$ cat config.mk
export PLATFORM = sky130hd
export DESIGN_NAME = ultrasonic_echo_ranger_top
export DESIGN_NICKNAME = d
export VERILOG_FILES = /design/src/sv/uer_pkg.sv /design/src/sv/ultrasonic_echo_ranger_top.sv /design/src/sv/uer_mm_conv.sv /design/src/sv/uer_seq.sv
export SDC_FILE = /design/constraint.sdc
export NUM_CORES = 1
export LEC_CHECK = 0
export BUFFER_PORTS_ARGS = -buffer_cell sky130_fd_sc_hd__buf_2
export CORE_ASPECT_RATIO = 0.8
export CORE_UTILIZATION = 45
export CTS_BUF_LIST = sky130_fd_sc_hd__clkbuf_8
export DETAILED_ROUTE_END_ITERATION = 10
export PLACE_DENSITY = 0.61
export SYNTH_ARGS = -nofsm -noshare
export SYNTH_HDL_FRONTEND = slang
export SYNTH_SLANG_ARGS = --single-unit
$ cat constraint.sdc
create_clock -name aclk -period 16.53 [get_ports aclk]
set_input_delay 1.653 -clock aclk [delete_from_list [all_inputs] [get_ports aclk]]
set_output_delay 1.653 -clock aclk [all_outputs]
set_load 0.005 [all_outputs]
$ cat src/sv/uer_pkg.sv
// Shared types and constants for the ultrasonic echo ranger.
package uer_pkg;

    // Event kinds carried by the input beat
    localparam logic [1:0] MODE_TICK    = 2'd0;
    localparam logic [1:0] MODE_TRIGGER = 2'd1;
    localparam logic [1:0] MODE_CAPTURE = 2'd2;

    // Configuration register indexes
    localparam logic [1:0] CFG_PING_HOLDOFF = 2'd0;
    localparam logic [1:0] CFG_ECHO_TIMEOUT = 2'd1;
    localparam logic [1:0] CFG_MIN_DIST     = 2'd2;
    localparam logic [1:0] CFG_MAX_DIST     = 2'd3;

    // Reported phase codes
    localparam logic [1:0] PHASE_CODE_IDLE = 2'd0;
    localparam logic [1:0] PHASE_CODE_RISE = 2'd1;
    localparam logic [1:0] PHASE_CODE_FALL = 2'd2;

    localparam int TIME_W = 32;
    localparam int US_W   = 20;
    localparam int CAP_W  = 16;
    localparam int DIST_W = 13;
    localparam int CFG_DATA_W = 20;

    // Reset values of the configuration registers
    localparam logic [US_W-1:0]   PING_HOLDOFF_RST = 20'd60000;
    localparam logic [US_W-1:0]   ECHO_TIMEOUT_RST = 20'd30000;
    localparam logic [DIST_W-1:0] MIN_DIST_RST     = 13'd20;
    localparam logic [DIST_W-1:0] MAX_DIST_RST     = 13'd4000;

    // width*5/58 == floor(floor(width*5/2) / 29); 1/29 as ceil(2^23/29)
    localparam int               MM_SHIFT = 23;
    localparam logic [18:0]      MM_RECIP = 19'd289263;

    typedef enum logic [2:0] {
        PH_IDLE = 3'b001,
        PH_RISE = 3'b010,
        PH_FALL = 3'b100
    } phase_t;

    typedef struct packed {
        logic [US_W-1:0]   ping_holdoff_us;
        logic [US_W-1:0]   echo_timeout_us;
        logic [DIST_W-1:0] min_range_mm;
        logic [DIST_W-1:0] max_range_mm;
    } cfg_t;

    typedef struct packed {
        logic              trigger_accepted;
        logic              measurement_ready;
        logic              timed_out;
        logic [DIST_W-1:0] range_mm;
        logic [1:0]        phase;
    } result_t;

endpackage

$ cat src/sv/ultrasonic_echo_ranger_top.sv
// Top level of the ultrasonic echo ranger: input, config and result registers.
//
//  channel  | handshake           | payload
//  ---------+---------------------+--------------------------------------------
//  s_ (in)  | s_valid / s_ready   | s_mode, s_now_us, s_capture_time
//  m_ (out) | m_valid / m_ready   | m_trigger_accepted, m_measurement_ready,
//           |                     | m_timed_out, m_range_mm, m_phase
//  cfg_     | cfg_valid/cfg_ready | cfg_index, cfg_data
//
// One beat per cycle while m_ is not stalled; each beat passes through the input
// register and then the result register before it appears on m_.
// The sequencer state and the width-to-mm multiply sit between the two registers.
// aresetn is synchronous, active low; it clears the phase, flags, timestamps,
// valid bits and loads the configuration defaults.
// A stall on m_ holds the result register and then the input register; s_ready
// drops only when both are full.
module ultrasonic_echo_ranger_top (
    input  logic                       aclk,
    input  logic                       aresetn,

    input  logic                       s_valid,
    output logic                       s_ready,
    input  logic [1:0]                 s_mode,
    input  logic [uer_pkg::TIME_W-1:0] s_now_us,
    input  logic [uer_pkg::CAP_W-1:0]  s_capture_time,

    output logic                       m_valid,
    input  logic                       m_ready,
    output logic                       m_trigger_accepted,
    output logic                       m_measurement_ready,
    output logic                       m_timed_out,
    output logic [uer_pkg::DIST_W-1:0] m_range_mm,
    output logic [1:0]                 m_phase,

    input  logic                       cfg_valid,
    output logic                       cfg_ready,
    input  logic [1:0]                 cfg_index,
    input  logic [uer_pkg::CFG_DATA_W-1:0] cfg_data
);
    import uer_pkg::*;

    // input register
    logic              in_vld_reg;
    logic [1:0]        in_mode_reg;
    logic [TIME_W-1:0] in_now_reg;
    logic [CAP_W-1:0]  in_cap_reg;

    // result register
    logic              out_vld_reg;
    result_t           res_reg;
    result_t           res_next;

    cfg_t              cfg_reg;

    logic              out_free;
    logic              fire;
    logic              s_take;

    // advance the result stage when it is empty or being drained
    assign out_free  = !out_vld_reg || m_ready;
    assign fire      = in_vld_reg && out_free;
    assign s_ready   = !in_vld_reg || out_free;
    assign s_take    = s_valid && s_ready;
    assign cfg_ready = 1'b1;

    uer_seq u_seq (
        .aclk         (aclk),
        .aresetn      (aresetn),
        .fire         (fire),
        .mode         (in_mode_reg),
        .now_us       (in_now_reg),
        .capture_time (in_cap_reg),
        .cfg          (cfg_reg),
        .result       (res_next)
    );

    // input stage: hold the beat until the sequencer consumes it
    always_ff @(posedge aclk) begin
        if (!aresetn) begin
            in_vld_reg <= 1'b0;
        end else if (s_ready) begin
            in_vld_reg <= s_valid;
        end
    end

    always_ff @(posedge aclk) begin
        if (s_take) begin
            in_mode_reg <= s_mode;
            in_now_reg  <= s_now_us;
            in_cap_reg  <= s_capture_time;
        end
    end

    // result stage
    always_ff @(posedge aclk) begin
        if (!aresetn) begin
            out_vld_reg <= 1'b0;
        end else if (out_free) begin
            out_vld_reg <= in_vld_reg;
        end
    end

    always_ff @(posedge aclk) begin
        if (fire) begin
            res_reg <= res_next;
        end
    end

    // configuration writes; the user must issue them only while the block is idle (not enforced here)
    always_ff @(posedge aclk) begin
        if (!aresetn) begin
            cfg_reg.ping_holdoff_us <= PING_HOLDOFF_RST;
            cfg_reg.echo_timeout_us <= ECHO_TIMEOUT_RST;
            cfg_reg.min_range_mm    <= MIN_DIST_RST;
            cfg_reg.max_range_mm    <= MAX_DIST_RST;
        end else if (cfg_valid && cfg_ready) begin
            case (cfg_index)
                CFG_PING_HOLDOFF: cfg_reg.ping_holdoff_us <= cfg_data[US_W-1:0];
                CFG_ECHO_TIMEOUT: cfg_reg.echo_timeout_us <= cfg_data[US_W-1:0];
                CFG_MIN_DIST:     cfg_reg.min_range_mm    <= cfg_data[DIST_W-1:0];
                CFG_MAX_DIST:     cfg_reg.max_range_mm    <= cfg_data[DIST_W-1:0];
                default: begin
                end
            endcase
        end
    end

    assign m_valid             = out_vld_reg;
    assign m_trigger_accepted  = res_reg.trigger_accepted;
    assign m_measurement_ready = res_reg.measurement_ready;
    assign m_timed_out         = res_reg.timed_out;
    assign m_range_mm          = res_reg.range_mm;
    assign m_phase             = res_reg.phase;

endmodule

$ cat src/sv/uer_mm_conv.sv
// Echo width to millimetres: width*5/58 by reciprocal multiply.
module uer_mm_conv (
    input  logic [uer_pkg::CAP_W-1:0]  width,
    output logic [uer_pkg::DIST_W-1:0] dist_mm
);
    import uer_pkg::*;

    logic [CAP_W+2:0]  prod5;
    logic [CAP_W+1:0]  half;
    logic [CAP_W+20:0] scaled;
    logic [CAP_W+20-MM_SHIFT:0] quot;

    always_comb begin
        prod5  = {3'b000, width} + {1'b0, width, 2'b00};
        half   = prod5[CAP_W+2:1];
        scaled = {19'd0, half} * {18'd0, MM_RECIP};
        quot   = scaled[CAP_W+20:MM_SHIFT];
        // largest quotient is 5649, so the low bits carry it all
        dist_mm = quot[DIST_W-1:0];
    end

endmodule

$ cat src/sv/uer_seq.sv
// Ranging sequencer: phase, ready flag, timestamps and result formation.
module uer_seq (
    input  logic                       aclk,
    input  logic                       aresetn,
    input  logic                       fire,
    input  logic [1:0]                 mode,
    input  logic [uer_pkg::TIME_W-1:0] now_us,
    input  logic [uer_pkg::CAP_W-1:0]  capture_time,
    input  uer_pkg::cfg_t              cfg,
    output uer_pkg::result_t           result
);
    import uer_pkg::*;

    phase_t            phase_reg,  phase_next;
    logic              ready_reg,  ready_next;
    logic [CAP_W-1:0]  rise_reg,   rise_next;
    logic [DIST_W-1:0] dist_reg,   dist_next;
    logic [TIME_W-1:0] start_reg,  start_next;
    logic [TIME_W-1:0] ping_reg,   ping_next;

    logic [TIME_W-1:0] since_start;
    logic [TIME_W-1:0] since_ping;
    logic [CAP_W-1:0]  echo_width;
    logic [DIST_W-1:0] echo_mm;
    logic              accepted;
    logic              tmo;

    uer_mm_conv u_mm_conv (
        .width   (echo_width),
        .dist_mm (echo_mm)
    );

    always_comb begin
        since_start = now_us - start_reg;
        since_ping  = now_us - ping_reg;
        echo_width  = capture_time - rise_reg;

        phase_next = phase_reg;
        ready_next = ready_reg;
        rise_next  = rise_reg;
        dist_next  = dist_reg;
        start_next = start_reg;
        ping_next  = ping_reg;
        accepted   = 1'b0;
        tmo        = 1'b0;

        case (mode)
            MODE_TICK: begin
                if (phase_reg != PH_IDLE &&
                    since_start > {{(TIME_W-US_W){1'b0}}, cfg.echo_timeout_us}) begin
                    phase_next = PH_IDLE;
                    ready_next = 1'b1;
                    dist_next  = '0;
                    tmo        = 1'b1;
                end
            end
            MODE_TRIGGER: begin
                if (phase_reg == PH_IDLE &&
                    since_ping >= {{(TIME_W-US_W){1'b0}}, cfg.ping_holdoff_us}) begin
                    ready_next = 1'b0;
                    phase_next = PH_RISE;
                    start_next = now_us;
                    ping_next  = now_us;
                    accepted   = 1'b1;
                end
            end
            MODE_CAPTURE: begin
                if (phase_reg == PH_RISE) begin
                    rise_next  = capture_time;
                    phase_next = PH_FALL;
                end else if (phase_reg == PH_FALL) begin
                    dist_next  = echo_mm;
                    ready_next = 1'b1;
                    phase_next = PH_IDLE;
                end
            end
            default: begin
            end
        endcase

        result.trigger_accepted  = accepted;
        result.measurement_ready = ready_next;
        result.timed_out         = tmo;
        // when min exceeds max, values above max clamp to max and all others to min
        if (dist_next > cfg.max_range_mm) begin
            result.range_mm = cfg.max_range_mm;
        end else if (dist_next < cfg.min_range_mm) begin
            result.range_mm = cfg.min_range_mm;
        end else begin
            result.range_mm = dist_next;
        end
        case (phase_next)
            PH_IDLE: result.phase = PHASE_CODE_IDLE;
            PH_RISE: result.phase = PHASE_CODE_RISE;
            PH_FALL: result.phase = PHASE_CODE_FALL;
            default: result.phase = PHASE_CODE_IDLE;
        endcase
    end

    always_ff @(posedge aclk) begin
        if (!aresetn) begin
            phase_reg <= PH_IDLE;
            ready_reg <= 1'b0;
            rise_reg  <= '0;
            dist_reg  <= '0;
            start_reg <= '0;
            ping_reg  <= '0;
        end else if (fire) begin
            phase_reg <= phase_next;
            ready_reg <= ready_next;
            rise_reg  <= rise_next;
            dist_reg  <= dist_next;
            start_reg <= start_next;
            ping_reg  <= ping_next;
        end
    end

endmodule
Yosys cells after proc, flatten, opt, wreduce, memory -nomap -nowiden
Cells that the tools add are included.
{ "totals": {"regBits": 201, "input_bits": 77, "wordCells": 73} }
{ "op_classes": {"addsub": 3, "multipliers": 1, "n_lt_le_gt_ge": 4, "n_eq_ne": 11, "muxes": 19, "reduce_logical": 16} }
{ "ops": {"columns": ["operator", "count"], "rows": [
  ["two-way mux 13 bit", 5],
  ["multiplier 18 x 19 -> 36 bit, second input constant", 1],
  [">= comparator 32 x 20 -> 1 bit", 1],
  ["> comparator 32 x 20 -> 1 bit", 1],
  ["subtractor 32 bit", 1],
  ["one-hot mux 13 bit (2 select lines)", 1],
  ["adder 16 x 18 -> 19 bit", 1],
  ["subtractor 16 bit", 1],
  ["> comparator 13 bit", 1],
  ["< comparator 13 bit", 1],
  ["two-way mux 3 bit", 4],
  ["one-hot mux 3 bit (3 select lines)", 1],
  ["AND reduction 2 bit", 4],
  ["== test 2 bit, second input constant", 3],
  ["== test 3 x 2 -> 1 bit, second input constant", 2],
  ["== test 3 bit, second input constant", 2],
  ["two-way mux 1 bit", 6],
  ["AND reduction 3 bit", 2],
  ["== test 2 x 1 -> 1 bit, second input constant", 2],
  ["logical AND 1 bit", 4],
  ["zero test 2 bit", 2],
  ["one-hot mux 2 bit (2 select lines)", 1],
  ["== test 3 x 1 -> 1 bit, second input constant", 1],
  ["inequality test 3 x 1 -> 1 bit, second input constant", 1],
  ["3 further kinds", 5]
]} }

Depth between registers and ports, before layout
Gate-level depths: netlist of run 1.
{ "depth": {"depth_word": 9, "mapped_depth": 54} }

Cells and area by module
From an unflattened synthesis of run 1, not the netlist that was laid out.
{ "hier_totals": {"hier_cells": 2013, "hier_area_um2": 18723.0} }
{ "by_module_without_submodules": {"columns": ["module", "n_inst", "cells_per_inst", "area_per_inst_um2", "seq_area_each_um2"], "rows": [
  ["uer_seq", 1, 943, 7249.5, 1301.2],
  ["uer_mm_conv", 1, 737, 6741.5, 0.0],
  ["ultrasonic_echo_ranger_top", 1, 333, 4732.0, 3403.3]
]} }

Least setup slack after synthesis of run 1
Ideal clock, no wire load.
{ "synth_path": {"path_kind": "register to register", "from": "reg in_cap_reg[2]", "to": "reg res_reg, in the netlist m_range_mm[10], data pin", "arrival_ns": 11.191, "required_ns": 16.252, "slack_ns": 5.061, "stages_incl_launch_ff": 44, "n_path_buf": 1, "path_cell_list": "edfxtp_1 -> ha_1 -> nor2b_1 -> o31a_1 -> o41ai_1 -> o21bai_1 -> xor2_1 -> ha_1 -> nor3_1 -> nor2_1 -> o41ai_1 -> o2111ai_1 -> nand2_1 -> o211ai_1 -> nor4bb_1 -> fa_1 -> inv_1 -> fa_1 -> (+8 left out) -> nand4_1 -> or2_2 -> or3_1 -> o2111a_1 -> o21ai_1 -> a41oi_1 -> nor2b_1 -> o211ai_1 -> xnor2_1 -> o2bb2ai_1 -> ha_1 -> nand3_1 -> or4_1 -> nand3_1 -> a21oi_1 -> nor2_1 -> clkbuf_1 -> mux2i_1"} }
{ "synth_rtl": {"columns": ["item", "line_no", "rtl"], "rows": [
  ["start, declared", "ultrasonic_echo_ranger_top.sv:46", "logic [CAP_W-1:0] in_cap_reg;"],
  ["start signal, assigned", "ultrasonic_echo_ranger_top.sv:90", "in_cap_reg <= s_capture_time;"],
  ["end signal, assigned", "ultrasonic_echo_ranger_top.sv:105", "res_reg <= res_next;"],
  ["end, declared", "ultrasonic_echo_ranger_top.sv:50", "result_t res_reg;"]
]} }

==> results of run 1 <==
path summary, 6_finish.rpt:
path / startpoint / end / slack [ns]
worst min register to register: u_seq.rise_reg[5] / u_seq.rise_reg[5] / 0.45
worst min-delay path: u_seq.rise_reg[5] / u_seq.rise_reg[5] / 0.45
worst max register to register: in_cap_reg[0] / m_range_mm[11] / 3.58
worst max-delay path: in_cap_reg[0] / m_range_mm[11] / 3.58
cells by family after synthesis:
| group | after synthesis | synth area share |
|---|---|---|
| xor gates and xnor gates | 64 | 0.0305 |
| DFF | 201 | 0.256 |
| other | 1 | 0.000204 |
| adders and majority gates | 400 | 0.325 |
| muxes | 57 | 0.0312 |
| and+or+nand+nor | 494 | 0.123 |
| buffers and inverters | 423 | 0.0900 |
| AOI/OAI and AO/OA | 405 | 0.144 |
critical path, delay by kind of cell, from the launching register on:
family          cells  cell delay [ns]
compound gates     21             4.36
xor+xnor            1             0.64
fa+ha+maj          11             4.63
buf+inv             6             0.68
flops               1             0.41
mux                 2             0.35
simple gates        9             1.56
final cells by class:
type	instances	area, sq um	area share
Timing Repair Buffer	109	578	0.0287
Inverter	367	1380	0.0685
Tap cell	536	671	0.0333
Sequential cell	201	4700	0.234
Clock inverter	26	201	0.0100
Multi-Input combinational cell	1421	12000	0.598
Clock buffer	41	564	0.0280
routing by layer:
metal | vias to the layer above | routed length (um) | part of all wire | global-route usage
met3 | 50 | 2530 | 0.057 | 0.0373
met2 | 340 | 18300 | 0.41 | 0.322
met1 | 6632 | 23000 | 0.52 | 0.327
met5 | - | 0 | 0 | 0
li1 | 7072 | - | - | -
met4 | 0 | 666 | 0.015 | 0.0497
per-stage QoR:
stage,utilization,setup WS (ns)
after CTS,0.505,3.56
after floorplan,-,5.06
after detailed placement,0.486,3.62
after global routing,0.505,2.82
after global placement,0.486,3.89
final,0.505,3.58
placed cells by master (no fill, tap or decap), types with 11 or more instances in the layout:
master | Yosys | routed
a21o_1 | 34 | 34
nor3_1 | 25 | 24
buf_4 | 1 | 13
clkbuf_8 | 0 | 41
o211ai_1 | 35 | 35
nand2b_1 | 11 | 11
edfxtp_1 | 68 | 68
o21a_1 | 20 | 20
or3_1 | 11 | 11
nand3_1 | 19 | 19
xor2_1 | 23 | 23
dfxtp_1 | 133 | 133
a211oi_1 | 14 | 14
nor2b_1 | 21 | 21
ha_1 | 272 | 272
nor2_1 | 126 | 126
buf_2 | 11 | 96
nand2_1 | 205 | 205
nand4_1 | 26 | 26
inv_1 | 366 | 375
fa_1 | 128 | 128
o21ai_0 | 53 | 53
xnor2_1 | 41 | 41
a21oi_1 | 154 | 154
mux2i_1 | 55 | 55
==> reports/metrics.cfg, run 1 <==
[run_status]
outcome=finished, final reports clean

[sta]
fin_crit_sh=0.784
rsz0062_at_grt=false
fmax_mhz=77.2
setup_viol=0
hold_slack_ns=0.454
final_hold_viol_count=0
tightest_slew_ns=1.17
max_slew_margin=0.211
fin_skew_ns=0.0561
setup_tns_ns=0
min_period_ns=12.95
drv_slew=0

[setup_path]
path_class=reg2reg
cp-end-kind=register
cp_common_cell=a21oi_1
ff2ff_path_depth=50
cpMaxStageDelayCell=xnor2_1
critPathLaunchType=register
worst-path-max-fanout=13
cp.required_ns=16.79
worst_path_largest_cell_delay_ns=0.64
arrival_ns=13.22

[synthesis]
syn_inst=2045
synth_seq_cells=201
synth_most_common_cell=inv_1
synth_nets=2522
yosysSeqAreaShare=0.256
synth_area_leaders=ha_1 (19%), dfxtp_1 (15%), fa_1 (14%)
synth_cell_types=85
synthTopCellsByCount=inv_1 (366), ha_1 (272), nand2_1 (205)
synth_flop_cell=dfxtp_1
avgSynthCellArea_sq_um=8.98
synth_area_sq_um=18400
ys_async_sr_fraction=0
ys_warn_count=0
yosysTopAreaCellShare=0.185
synth_edf_count=68
yosysTopAreaCell=ha_1

[placed_design]
portBuffers=96
dp_cells=2634
dpl.hpwl_um=36200
place_area_sq_um=19400
routabilityCongestion=0.933

[cts]
cts_resized=0
cts_inserted_buffers=37
cts_buffer_depth=3
path_clk_slew_ns=0.07
postCtsHoldBufs=0
htree_levels=2
postCtsSetupBuffers=0
cts_root_buf=clkbuf_8
tritoncts=yes
cts_sinks=201
clk_latency_ns=0.60

[flow_run]
maxCapViolCount=0

[global_routing]
grt_pass1_wl_um=72200
grt.overflow.total=0
grt_pass1_vias=13700
antenna_found_initial=0
grt_max_degree=82
track_usage=0.217

[detailed_routing]
vias=14100
firstDrtPassIters=5
wl_um=44500
wl_per_cell_um=16.5
drt_iter0_drc=818
avgViaCountPerCell=5.22
postRouteAntennaNets=0
drc=0

[die]
die_w_um=228
rows=65
io_pins=98
die_h_um=183
die_area_sq_um=41600
core-area_sq_um=39900
start_util=0.461

[final_layout]
drive_gt1_frac=0.0919
largest_reg_flops=66
fill_cells=3757
areaGrowthSynthToFinish_pct=9.58
nets=2614
antennaDiodeCount=0
final_cell_count_no_fill=2701
final_area_sq_um=20100

[worst_hold_path]
hp-class=reg2reg
holdPathStages=2

Power of run 1 is left out: the tool's default activity adds up to more than one toggle a clock period on the data nets, which glitch-free logic cannot reach.
==> run 2: changes to the inputs <==
--- a/config.mk
+++ b/config.mk
@@ -5,6 +5,7 @@
 export SDC_FILE = /design/constraint.sdc
 export NUM_CORES = 1
 export LEC_CHECK = 0
+export ABC_AREA = 1
 export BUFFER_PORTS_ARGS = -buffer_cell sky130_fd_sc_hd__buf_2
 export CORE_ASPECT_RATIO = 0.8
 export CORE_UTILIZATION = 45
==> constraint.sdc (replaced) <==
create_clock -name aclk -period 13.25 [get_ports aclk]
set_input_delay 1.325 -clock aclk [delete_from_list [all_inputs] [get_ports aclk]]
set_output_delay 1.325 -clock aclk [all_outputs]
set_load 0.005 [all_outputs]
==> run 2 against run 1 <==
  * Fmax grew 9.9%
  * Critical path depth is 6 higher
  * Non-clock buffer count decreased by 9
  * Wire length grew 13%
  * The flow now finishes with violations (design-rule violations)
  * Die area rose by 5.6%
  * Synthesized cell count grew 23%
  * First-iteration DRC count is 20% higher
  * Clock skew down 0.016 ns
  * Register-to-register slack worse by 2.1 ns
  * Global-route usage increased by 1.7 points
  * Final cell count rose by 18%
  * Highest routed layer unchanged
==> reports/metrics.cfg, run 2 <==
[synthesis]
synth_seq_cells=201
synth_edf_count=68
synth_top_family_by_area=adder cells
synthTopCellsByCount=inv_1 (560), nand2_1 (455), ha_1 (272)
ys_warn_count=0
synth_area_sq_um=19400
yosysTopAreaCellShare=0.175
avgSynthCellArea_sq_um=7.72
synth_area_leaders=ha_1 (18%), dfxtp_1 (14%), fa_1 (13%)
synth_xor_area_frac=0.0217
synth_flop_cell=dfxtp_1
synthAdderAreaFrac=0.307
synth_most_common_cell=inv_1
muxShareOfSynthArea=0
synth_cell_types=49
synth_nets=2992
yosysTopAreaCell=ha_1
synthSimpleGateAreaFrac=0.173
synth-compound-area-share=0.134
yosysSeqAreaShare=0.242
syn_inst=2515
ys_async_sr_fraction=0

[global_routing]
grt_use_met1=0.351
top_usage_layer=met1
grt_use_met3=0.0546
grt_pass1_wl_um=81300
grt.overflow.total=0
grt_pass1_vias=15700
met2_usage=0.340
track_usage=0.235
antenna_found_initial=0
grt_max_degree=89

[setup_path]
worst_path_largest_cell_delay_ns=0.61
cpMaxStageDelayCell=xor2_1
arrival_ns=12.20
critPathLaunchType=register
r2r_setup_slack_ns=1.46
cp_common_cell=nand2_1
cp.required_ns=13.66
cp-end-kind=register
worst-path-max-fanout=14
path_class=reg2reg

[sta]
worst_slack_ns=1.46
fmax_mhz=84.8
tightest_slew_ns=1.13
setup_tns_ns=0
rsz0062_at_grt=false
final_hold_viol_count=0
min_period_ns=11.79
drv_slew=0
max_slew_margin=0.250
fin_crit_sh=0.890
fin_skew_ns=0.0401
setup_viol=0

[die]
start_util=0.460
die_w_um=234
core-area_sq_um=42200
die_area_sq_um=44000
io_pins=98
rows=67
die_h_um=188

[cts]
postCtsSetupBuffers=0
cts_root_buf=clkbuf_8
cts_sinks=201
postCtsHoldBufs=0
cts_resized=0
clk_latency_ns=0.58
cts_buffer_depth=3
cts_inserted_buffers=36
htree_levels=2
path_clk_slew_ns=0.05
tritoncts=yes

[placed_design]
routabilityCongestion=0.939
dp_cells=3118
dpl.hpwl_um=42100
post-place-ws_ns=1.53
portBuffers=96

[detailed_routing]
drt_iter0_drc=985
avgViaCountPerCell=5.04
wl_um=50200
postRouteAntennaNets=0
drc=4
firstDrtPassIters=8
wl_per_cell_um=15.8
vias=16100

[final_layout]
largest_reg_flops=66
finish.utilization=0.501
final_cell_count_no_fill=3183
antennaDiodeCount=0
mostFrequentLayoutCell=inv_1
final_cell_mix=inv_1 (566), nand2_1 (455), ha_1 (272)
nets=3081
drive_gt1_frac=0.0916
areaGrowthSynthToFinish_pct=8.88

[worst_hold_path]
hp-class=reg2reg

[flow_run]
maxCapViolCount=0

[run_status]
outcome=finished with violations
violations=design-rule violations

-- run 2: cells by family after synthesis --
logic type / count (synthesis)
compound gates: 483
buf+inv: 617
fa+ha+maj: 400
other cells: 1
simple gates: 765
xor+xnor: 48
flops: 201
-- run 2: area by class of cell --
class	count	area [sq um]
inverters	568	2130
multi-input cells	1697	12400
well taps	552	691
repair buffers	100	510
clock buffers	44	606
clock inverters	21	134
fillers	4112	21000
flip-flops and latches	201	4700
-- run 2: final timing paths --
kind	start	to	depth (start not counted)
worst min-delay path	u_seq.rise_reg[4]	u_seq.rise_reg[4]	2
worst max-delay path	in_cap_reg[0]	m_range_mm[3]	56
worst min register to register	u_seq.rise_reg[4]	u_seq.rise_reg[4]	2
worst max register to register	in_cap_reg[0]	m_range_mm[3]	56
-- run 2: worst max-delay path: cells and delay by family (launching register included) --
family	cells	cell delay (ns)
AOI/OAI and AO/OA	13	2.02
xor gates and xnor gates	2	0.73
adders and majority gates	11	4.56
buffers and inverters	8	0.96
DFF	1	0.32
and+or+nand+nor	22	3.04
-- run 2: per-stage QoR --
step | hold WS [ns] | cell area, sq um
after floorplan | 0.433 | 19400
after global placement | 0.443 | 20400
after detailed placement | 0.450 | 20400
after CTS | 0.459 | 21100
after global routing | 0.471 | 21100
final | 0.455 | 21100
-- run 2: layer usage --
metal | vias up | part of all wire | wire (um)
met5 | - | 0 | 0
met4 | 0 | 0.019 | 933
met3 | 63 | 0.074 | 3730
met2 | 403 | 0.41 | 20300
met1 | 7374 | 0.50 | 25200
li1 | 8211 | - | -
Power of run 2 is left out for the same reason.
==> run 3: changes to the inputs <==
--- a/config.mk
+++ b/config.mk
@@ -5,11 +5,11 @@
 export SDC_FILE = /design/constraint.sdc
 export NUM_CORES = 1
 export LEC_CHECK = 0
-export ABC_AREA = 1
 export BUFFER_PORTS_ARGS = -buffer_cell sky130_fd_sc_hd__buf_2
 export CORE_ASPECT_RATIO = 0.8
 export CORE_UTILIZATION = 45
 export CTS_BUF_LIST = sky130_fd_sc_hd__clkbuf_8
+export CTS_CLUSTER_SIZE = 14
 export DETAILED_ROUTE_END_ITERATION = 10
 export PLACE_DENSITY = 0.61
 export SYNTH_ARGS = -nofsm -noshare
==> run 3 against run 2 <==
  * The flow now finishes without violations
  * Sequential cell count stayed put
  * First-iteration DRC count is 24% lower
  * Via count is 12% lower
  * Highest routed layer unchanged
  * Critical path depth is 6 lower
  * Clock-buffer cell count stayed put
  * Fmax is 4.4% lower
  * Register-to-register slack worse by 0.55 ns
  * Global-route usage is 1.5 points lower
  * Core utilization is 0.39 points higher
==> reports/metrics.cfg, run 3 (synthesized netlist as in run 1, its figures left out) <==
[sta]
rsz0062_at_grt=false
min_period_ns=12.34
setup_viol=0
fin_skew_ns=0.0190
fmax_mhz=81.1
tightest_slew_ns=1.03
fin_crit_sh=0.931
final_hold_viol_count=0
max_slew_margin=0.315
drv_slew=0
setup_tns_ns=0

[final_layout]
antennaDiodeCount=0
finish.utilization=0.505
mostFrequentLayoutCell=inv_1
drive_gt1_frac=0.0938
nets=2617
areaGrowthSynthToFinish_pct=9.62
final_cell_mix=inv_1 (377), ha_1 (272), nand2_1 (205)
final_cell_count_no_fill=2700
largest_reg_flops=66

[detailed_routing]
wl_per_cell_um=16.7
postRouteAntennaNets=0
drt_iter0_drc=747
drc=0
wl_um=45200
vias=14100
firstDrtPassIters=5
avgViaCountPerCell=5.23

[setup_path]
worst_path_largest_cell_delay_ns=0.65
arrival_ns=12.62
cp.required_ns=13.54
path_class=reg2reg
cpMaxStageDelayCell=fa_1
worst-path-max-fanout=13
critPathLaunchType=register
ff2ff_path_depth=50
cp-end-kind=register

[global_routing]
grt_pass1_wl_um=73200
grt_max_degree=82
top_usage_layer=met1
grt_use_met3=0.0353
track_usage=0.220
met2_usage=0.324
grt_pass1_vias=13700
grt.overflow.total=0
antenna_found_initial=1
grt_use_met1=0.336

[placed_design]
dpl.hpwl_um=36600
dp_cells=2637
routabilityCongestion=0.931
portBuffers=96

[die]
die_w_um=228
die_area_sq_um=41600
core-area_sq_um=39900
start_util=0.461
io_pins=98
die_h_um=183
rows=65

[cts]
postCtsHoldBufs=0
cts_root_buf=clkbuf_8
cts_resized=0
clk_latency_ns=0.55
path_clk_slew_ns=0.06
htree_levels=2
postCtsSetupBuffers=0
cts_sinks=201
cts_buffer_depth=3
cts_inserted_buffers=37
tritoncts=yes

[flow_run]
maxCapViolCount=0

[worst_hold_path]
holdPathStages=2
hp-class=reg2reg

[run_status]
outcome=finished, final reports clean

## run 3: cell types whose count changed in the layout (fill, tap and decap cells not counted), moves of 17 or more
cell     before  now
a21o_1        8   34
nand3_1      78   19
xnor2_1      12   40
nor2b_1       0   21
inv_1       566  377
nor2_1      109  126
mux2i_1       0   55
a21oi_1     238  153
nand2_1     455  205
nand2_2      34    0
o21ai_0     158   53
## run 3: metrics by stage
| stage | setup WS, ns | hold WS, ns | area (sq um) |
|---|---|---|---|
| floorplan | 1.78 | 0.436 | 18400 |
| CTS | 0.594 | 0.455 | 20100 |
| global placement | 0.992 | 0.441 | 19400 |
| global route | 0.0243 | 0.478 | 20100 |
| finish | 0.913 | 0.454 | 20100 |
| detailed placement | 0.623 | 0.447 | 19400 |
## run 3: worst max-delay path: cells and delay by family, from the launching register on
kind | cells | cell delay [ns]
flip-flops | 1 | 0.38
adder cells (fa/ha/maj) | 11 | 4.90
AND/OR/NAND/NOR | 10 | 1.70
multiplexers | 2 | 0.34
AO/OA/AOI/OAI | 20 | 3.96
buffers and inverters | 6 | 0.62
XOR/XNOR | 1 | 0.21
## run 3: final cells by class
cell class                      count  area, sq um
Multi-Input combinational cell   1421        12100
Timing Repair Buffer              112          601
Fill cell                        3813        19700
Clock inverter                     19          108
Sequential cell                   201         4700
Tap cell                          536          671
Clock buffer                       44          606
Inverter                          367         1380
## run 3: final timing paths
path	from	to	slack (ns)
hold / removal	u_seq.rise_reg[11]	u_seq.rise_reg[11]	0.45
setup reg to reg	in_cap_reg[0]	m_range_mm[9]	0.91
hold reg to reg	u_seq.rise_reg[11]	u_seq.rise_reg[11]	0.45
setup / recovery	in_cap_reg[0]	m_range_mm[9]	0.91
## run 3: metal layers
layer / share of wire / vias to the layer above
met5: 0 / -
met4: 0.012 / 0
met3: 0.053 / 37
met2: 0.41 / 293
met1: 0.52 / 6733
li1: - / 7062
Power of run 3 is left out for the same reason.
